===== src/design/scq_pkg.sv =====
// ----------------------------------------------------------------------------
// scq_pkg
// shared types and constants of the scan code event queue
// ----------------------------------------------------------------------------
package scq_pkg;

  // default ring size, one slot always kept empty
  localparam int unsigned QUEUE_DEPTH_DEF = 32;

  localparam logic [7:0]  EXT_PREFIX = 8'hE0;
  localparam int unsigned DROP_W     = 16;
  localparam logic [DROP_W-1:0] DROP_MAX = {DROP_W{1'b1}};

  typedef enum logic {
    CMD_PUSH = 1'b0,
    CMD_READ = 1'b1
  } cmd_op_t;

  // one command handed from the front to the back
  typedef struct packed {
    cmd_op_t    op;
    logic [7:0] scan;
  } cmd_t;

  typedef enum logic {
    BK_IDLE,
    BK_RD_WAIT
  } bk_state_t;

endpackage


===== src/design/scq_ram.sv =====
// ----------------------------------------------------------------------------
// scq_ram
// generic single write port, single read port ram with registered read
// ----------------------------------------------------------------------------
module scq_ram #(
  parameter int unsigned WIDTH = 8,
  parameter int unsigned DEPTH = 32
) (
  input  logic                     clk,
  input  logic                     wr_en,
  input  logic [$clog2(DEPTH)-1:0] wr_addr,
  input  logic [WIDTH-1:0]         wr_data,
  input  logic                     rd_en,
  input  logic [$clog2(DEPTH)-1:0] rd_addr,
  output logic [WIDTH-1:0]         rd_data
);

  logic [WIDTH-1:0] mem_r [DEPTH];

  always_ff @(posedge clk) begin
    if (wr_en) begin
      mem_r[wr_addr] <= wr_data;
    end
    if (rd_en) begin
      rd_data <= mem_r[rd_addr];
    end
  end

endmodule


===== src/design/scq_front.sv =====
// ----------------------------------------------------------------------------
// scq_front
// accepts input beats, filters aux and prefix bytes, queues commands
// ----------------------------------------------------------------------------
module scq_front
  import scq_pkg::*;
(
  input  logic       clk,
  input  logic       rst_n,
  input  logic       in_valid,
  output logic       in_stall,
  input  logic       in_req_type,
  input  logic [7:0] in_scan_byte,
  input  logic       in_from_aux,
  output logic       cmd_valid,
  output cmd_t       cmd,
  input  logic       cmd_take
);

  logic [1:0] count_r, count_nxt;
  logic       wr_ptr_r, rd_ptr_r;
  cmd_t       slot_r [2];
  cmd_t       new_cmd;
  logic       keep;
  logic       push;

  assign in_stall = (count_r == 2'd2);

  // reads always go through, bytes only when not aux and not the prefix
  assign keep = in_req_type || (!in_from_aux && (in_scan_byte != EXT_PREFIX));
  assign push = in_valid && !in_stall && keep;

  always_comb begin
    new_cmd.op   = in_req_type ? CMD_READ : CMD_PUSH;
    new_cmd.scan = in_scan_byte;
  end

  assign cmd_valid = (count_r != 2'd0);
  assign cmd       = slot_r[rd_ptr_r];

  always_comb begin
    unique case ({push, cmd_take})
      2'b10:   count_nxt = count_r + 2'd1;
      2'b01:   count_nxt = count_r - 2'd1;
      default: count_nxt = count_r;
    endcase
  end

  always_ff @(posedge clk) begin
    if (!rst_n) begin
      count_r  <= 2'd0;
      wr_ptr_r <= 1'b0;
      rd_ptr_r <= 1'b0;
    end else begin
      count_r <= count_nxt;
      if (push) begin
        wr_ptr_r <= !wr_ptr_r;
      end
      if (cmd_take) begin
        rd_ptr_r <= !rd_ptr_r;
      end
    end
  end

  always_ff @(posedge clk) begin
    if (push) begin
      slot_r[wr_ptr_r] <= new_cmd;
    end
  end

endmodule


===== src/design/scq_back.sv =====
// ----------------------------------------------------------------------------
// scq_back
// runs queued commands against the event ring and drives the result beat
// ----------------------------------------------------------------------------
module scq_back
  import scq_pkg::*;
#(
  parameter int unsigned QUEUE_DEPTH = QUEUE_DEPTH_DEF
) (
  input  logic              clk,
  input  logic              rst_n,
  input  logic              cmd_valid,
  input  cmd_t              cmd,
  output logic              cmd_take,
  output logic              out_valid,
  input  logic              out_stall,
  output logic              out_event_valid,
  output logic [6:0]        out_key_code,
  output logic              out_key_pressed,
  output logic [DROP_W-1:0] out_drop_total
);

  localparam int unsigned AW = $clog2(QUEUE_DEPTH);
  localparam logic [AW-1:0] LAST_POS = AW'(QUEUE_DEPTH - 1);

  bk_state_t         state_r, state_nxt;
  logic [AW-1:0]     wp_r, rp_r, wp_inc, rp_inc;
  logic [DROP_W-1:0] drop_r;
  logic              out_valid_r;
  logic              out_free;
  logic              full, empty;
  logic              ram_we, ram_re;
  logic              load_empty, load_evt;
  logic [7:0]        rd_data;

  assign wp_inc   = (wp_r == LAST_POS) ? '0 : wp_r + 1'b1;
  assign rp_inc   = (rp_r == LAST_POS) ? '0 : rp_r + 1'b1;
  assign full     = (wp_inc == rp_r);
  assign empty    = (wp_r == rp_r);
  assign out_free = !out_valid_r || !out_stall;

  // command issue and result loads
  always_comb begin
    cmd_take   = 1'b0;
    ram_we     = 1'b0;
    ram_re     = 1'b0;
    load_empty = 1'b0;
    load_evt   = 1'b0;
    unique case (state_r)
      BK_IDLE: begin
        if (cmd_valid) begin
          if (cmd.op == CMD_PUSH) begin
            cmd_take = 1'b1;
            ram_we   = !full;
          end else if (out_free) begin
            cmd_take   = 1'b1;
            load_empty = empty;
            ram_re     = !empty;
          end
        end
      end
      BK_RD_WAIT: begin
        load_evt = out_free;
      end
    endcase
  end

  always_comb begin
    unique case (state_r)
      BK_IDLE:    state_nxt = ram_re ? BK_RD_WAIT : BK_IDLE;
      BK_RD_WAIT: state_nxt = load_evt ? BK_IDLE : BK_RD_WAIT;
    endcase
  end

  scq_ram #(
    .WIDTH (8),
    .DEPTH (QUEUE_DEPTH)
  ) u_ram (
    .clk     (clk),
    .wr_en   (ram_we),
    .wr_addr (wp_r),
    .wr_data (cmd.scan),
    .rd_en   (ram_re),
    .rd_addr (rp_r),
    .rd_data (rd_data)
  );

  always_ff @(posedge clk) begin
    if (!rst_n) begin
      state_r     <= BK_IDLE;
      wp_r        <= '0;
      rp_r        <= '0;
      drop_r      <= '0;
      out_valid_r <= 1'b0;
    end else begin
      state_r <= state_nxt;
      if (ram_we) begin
        wp_r <= wp_inc;
      end
      if (ram_re) begin
        rp_r <= rp_inc;
      end
      if (cmd_take && (cmd.op == CMD_PUSH) && full && (drop_r != DROP_MAX)) begin
        drop_r <= drop_r + 1'b1;
      end
      if (load_empty || load_evt) begin
        out_valid_r <= 1'b1;
      end else if (!out_stall) begin
        out_valid_r <= 1'b0;
      end
    end
  end

  always_ff @(posedge clk) begin
    if (load_empty) begin
      out_event_valid <= 1'b0;
      out_key_code    <= 7'd0;
      out_key_pressed <= 1'b0;
      out_drop_total  <= drop_r;
    end else if (load_evt) begin
      out_event_valid <= 1'b1;
      out_key_code    <= rd_data[6:0];
      out_key_pressed <= !rd_data[7];
      out_drop_total  <= drop_r;
    end
  end

  assign out_valid = out_valid_r;

endmodule


===== src/design/scan_code_event_queue.sv =====
// ----------------------------------------------------------------------------
// scan_code_event_queue
// keyboard scan code filter and event ring with a read port
// ----------------------------------------------------------------------------
// usage
//   input beat: in_req_type 0 carries a controller byte (in_scan_byte,
//   in_from_aux), in_req_type 1 asks for the oldest queued key event
//   aux bytes and the extended prefix are dropped without a trace, any other
//   byte is queued; a byte never gives an output beat, a read always does
//   output beat: out_event_valid low means the ring was empty, out_drop_total
//   counts events lost to a full ring and saturates at its top value
//   path: an empty read passes the command queue slot then the output register;
//   a read that finds an event also passes the registered ram read port
//   throughput: bytes one per cycle while in_stall is low; a read that finds an
//   event holds the back until its output load, otherwise one per cycle
//   the ring holds QUEUE_DEPTH - 1 events
//   reset clears pointers, the command count, the drop counter and out_valid; the ring
//   storage itself is not cleared, only written slots are ever read
//   while out_stall is high the output beat holds; the two-entry command
//   queue keeps taking input beats until it fills, then in_stall rises
// ----------------------------------------------------------------------------
module scan_code_event_queue
  import scq_pkg::*;
#(
  parameter int unsigned QUEUE_DEPTH = QUEUE_DEPTH_DEF
) (
  input  logic              clk,
  input  logic              rst_n,
  input  logic              in_valid,
  output logic              in_stall,
  input  logic              in_req_type,
  input  logic [7:0]        in_scan_byte,
  input  logic              in_from_aux,
  output logic              out_valid,
  input  logic              out_stall,
  output logic              out_event_valid,
  output logic [6:0]        out_key_code,
  output logic              out_key_pressed,
  output logic [DROP_W-1:0] out_drop_total
);

  // command queue between filter and ring control
  logic cmd_valid;
  cmd_t cmd;
  logic cmd_take;

  // front: filter input beats into push and read commands
  scq_front u_front (
    .clk          (clk),
    .rst_n        (rst_n),
    .in_valid     (in_valid),
    .in_stall     (in_stall),
    .in_req_type  (in_req_type),
    .in_scan_byte (in_scan_byte),
    .in_from_aux  (in_from_aux),
    .cmd_valid    (cmd_valid),
    .cmd          (cmd),
    .cmd_take     (cmd_take)
  );

  // back: ring pointers, event memory, drop counter and output register
  scq_back #(
    .QUEUE_DEPTH (QUEUE_DEPTH)
  ) u_back (
    .clk             (clk),
    .rst_n           (rst_n),
    .cmd_valid       (cmd_valid),
    .cmd             (cmd),
    .cmd_take        (cmd_take),
    .out_valid       (out_valid),
    .out_stall       (out_stall),
    .out_event_valid (out_event_valid),
    .out_key_code    (out_key_code),
    .out_key_pressed (out_key_pressed),
    .out_drop_total  (out_drop_total)
  );

endmodule

===== config.mk =====
export PLATFORM = sky130hd
export DESIGN_NAME = scan_code_event_queue
export DESIGN_NICKNAME = d
export VERILOG_FILES = /design/src/design/scq_pkg.sv /design/src/design/scq_ram.sv /design/src/design/scq_front.sv /design/src/design/scq_back.sv /design/src/design/scan_code_event_queue.sv
export SDC_FILE = /design/constraint.sdc
export NUM_CORES = 1
export LEC_CHECK = 0
export ABC_AREA = 1
export BUFFER_PORTS_ARGS = -buffer_cell sky130_fd_sc_hd__buf_2
export CAP_MARGIN = 15
export CORE_MARGIN = 3
export CORE_UTILIZATION = 60
export DETAILED_ROUTE_END_ITERATION = 10
export PLACE_DENSITY = 0.88
export SYNTH_ARGS = -nofsm -noshare
export SYNTH_HDL_FRONTEND = slang
export SYNTH_SLANG_ARGS = --single-unit

===== constraint.sdc =====
create_clock -name clk -period 5.7 [get_ports clk]
set_clock_uncertainty 0.2 [all_clocks]
set_input_delay 1.14 -clock clk [delete_from_list [all_inputs] [get_ports clk]]
set_output_delay 1.14 -clock clk [all_outputs]
set_load 0.01 [all_outputs]

==> impl_results.md <==
* RR Startpoint: u_back.wp_r[0]
* Inserted Diodes at 0
* Sum of negative setup slack at 0 ns
* Hold Vio Cnt, Final at 0
* Die area at 0.0250 sq mm
* Crit Path Category: reg -> reg
* Kind of end point of the critical path: flip-flop
* RSZ-0062 raised after global routing: false
* Fraction of layout instances using a drive strength above 1 at 9.53%
* DP Cell Count at 1458
* Dpl cell area at 0.0142 sq mm
* Cell internal pwr at 4.87 mW
* Post-synth top cells: edfxtp_1, nand2_1, nor2_1
* Fin crit share at 71.1%
* Port buffer count at 40
* Root Driver: clkbuf_16
* Final Power at 7.37 mW
* Tightest Hold Check Type: reg -> reg
* Std cell rows at 54
* Residual DRC at 0
* Worst setup path startpoint: u_back.wp_r[0]
* H-tree depth at 2
* Final Wtd Congestion at 0.953
* Yosys top cell area share at 64.5%
* Max Slew Vio Count at 0
* Synth cell types at 30
* Area grow syn2layout at 10.1%
* Post-Layout Cell Count at 1518
* WP data required at 5.64 ns
* Sw power at 2.50 mW
* Asr flop ratio synth at 0%
* Peak VDD IR at 335 uV
* Via count at 9673
* Hold_sp: u_back.out_key_code[5]
* Clk buf depth at 3
* Iter 0 DRT Violations at 1404
* Drt via density at 6.37
* Pwr dens at 482 mW/mm^2
* Drt first pass iters at 7
* Post-DP HPWL at 19.3 mm
* Clock Latency Late Sink at 0.52 ns
* Total gr overflow at 0
* Element type at the critical path start: flip-flop
* Worst Hold Slack at 0.256 ns
* CP Cell Sequence: ha_1 -> nand2_1 -> nor2_1 -> ha_1 -> inv_1 -> nand3_2 -> nand2_1 -> nand2_1 -> nor2_4 -> nand3_4 -> nand2_1 -> inv_2 -> nand2_1 -> nor2_1
* Clock sink total at 340
* Initial antenna violation count at 0
* Top cells by area, synth: edfxtp_1, nand2_1, dfxtp_1, nor2_1, nand3_1
* Post-route antenna net violation count at 0
* Post-CTS Hold Buffers at 0
* Postcts setup bufs at 0
* Critical path peak fanout at 17
* Chip height at 158 um
* Die X at 158 um
* Cell area after synthesis at 0.0139 sq mm
* DR WL/cell at 21.5 um
* Post-Syn Instances at 1197
* Avg Cell Area, Syn at 11.6 sq um
* Top-count cell post-synth: edfxtp_1
* Gr usage total at 26.3%
* Syn Nets at 1220
* Worst-path clk slew at 0.07 ns
* Sequential share of the synthesized area at 70.6%
* Worst slew pin tran at 1.01 ns
* Final setup violation count at 0
* Final instance area at 0.0153 sq mm
* Post_cts resized at 0
* Largest net degree at the start of global routing at 130
* I/O pin count at 41
* Max-cap violation count at 0
* Core area at 0.0223 sq mm
* Routed WL at 32.7 mm
* #FFs+latches synth at 340
* Final net count at 1239
* Initial Utilization at 62.2%
* Status: completed
* Delay of the slowest cell on the worst path at 0.71 ns
* Critical Path Most Common Cell: nand2_1
* CTS tree: built
* Achievable frequency at 247 MHz
* EDFF count, synth at 298
* Post-layout min period at 4.05 ns
* Combinational power share at 26.0%
* Sw Ratio at 33.9%
* Yosys top cell by area: edfxtp_1
* Leakage power at 5.34 nW
* Worst path slowest cell: nor2_1
* Ys Warns at 0
* Flop pwr share at 44.7%
* Vias in the first global route at 9229
* First-pass GRT wire length at 50.0 mm
* Synth Flop Type: edfxtp_1
* Clk pwr share at 29.3%
* Number of buffers created by CTS at 35
* Worst Path Arrival at 3.99 ns
* Slew headroom at 32.8%
## layout by cell type (no fill, tap or decap), types with 9 or more instances in the layout
cell type and instances:
edfxtp_1 298, nand2_1 258, nor2_1 143, nand3_1 107
o21ai_0 87, a21oi_1 46, dfxtp_1 40, buf_2 40
inv_1 37, clkbuf_16 35, o221ai_1 32, a31oi_1 17
xnor2_1 10, ha_1 9
## area by class of cell
cell class / instances / area (sq um)
clock buffer: 42 / 932
clock inverter: 17 / 143
fill: 1458 / 7030
inverter: 43 / 163
multi-input combinational: 751 / 3630
sequential: 340 / 9790
tap: 280 / 350
timing repair buffer: 45 / 258
## power groups by stage
| stage | Combinational, mW | Sequential [mW] | Clock (mW) |
|---|---|---|---|
| floorplan | 1.27 | 3.28 | 0 |
| global placement | 1.79 | 3.32 | 0 |
| detailed placement | 1.84 | 3.34 | 0 |
| CTS | 1.86 | 3.29 | 2.18 |
| global route | 2.09 | 3.32 | 2.28 |
| finish | 1.91 | 3.29 | 2.16 |
## cells by family after synthesis
kind of cell,Yosys count,synth area share [%]
xor+xnor,17,1.07
mux,8,0.650
fa+ha+maj,9,0.812
flops,340,70.6
buf+inv,106,3.26
simple gates,527,15.7
compound gates,190,7.88
## critical path, delay by kind of cell (launching register included)
family        cells  cell delay (ns)
buf+inv           2             0.30
simple gates     10             2.17
fa+ha+maj         2             0.47
flops             1             0.53
## per-stage QoR
stage / worst slack, ns / util [%]
floorplan: 2.42 / -
global placement: 2.08 / 63.5
detailed placement: 1.93 / 63.5
CTS: 1.83 / 68.4
global route: 1.46 / 68.5
finish: 1.65 / 68.5
## worst paths after layout
| kind | to | slack (ns) | cells after the start |
|---|---|---|---|
| setup / recovery | u_back.u_ram.mem_r[20][7] | 1.65 | 14 |
| hold / removal | u_back.out_key_code[5] | 0.26 | 2 |
| setup reg to reg | u_back.u_ram.mem_r[20][7] | 1.65 | 14 |
| hold reg to reg | u_back.out_key_code[5] | 0.26 | 2 |
## layer usage
layer	track usage, %	share of wire (%)	vias up
met4	10.0	3.7	0
met1	34.4	37	4582
met5	0	0	-
met2	44.0	49	691
met3	5.08	11	114
li1	-	-	4286
## registers in the layout (all words and copies together), names as in the netlist, named ones only
| name | count |
|---|---|
| u_back.u_ram.mem_r | 256 |
| u_front.slot_r | 18 |
| u_back.drop_r | 16 |
| u_back.out_drop_total | 16 |
| u_back.u_ram.rd_data | 8 |
| u_back.out_key_code | 7 |
| u_back.rp_r | 5 |
| u_back.wp_r | 5 |
| u_front.count_r | 2 |
| u_back.out_event_valid | 1 |
| u_back.out_key_pressed | 1 |
| u_back.out_valid | 1 |
| u_back.state_r | 1 |
| u_front.rd_ptr_r | 1 |
| u_front.wr_ptr_r | 1 |
Note: power is estimated with default switching activity, not from simulation.
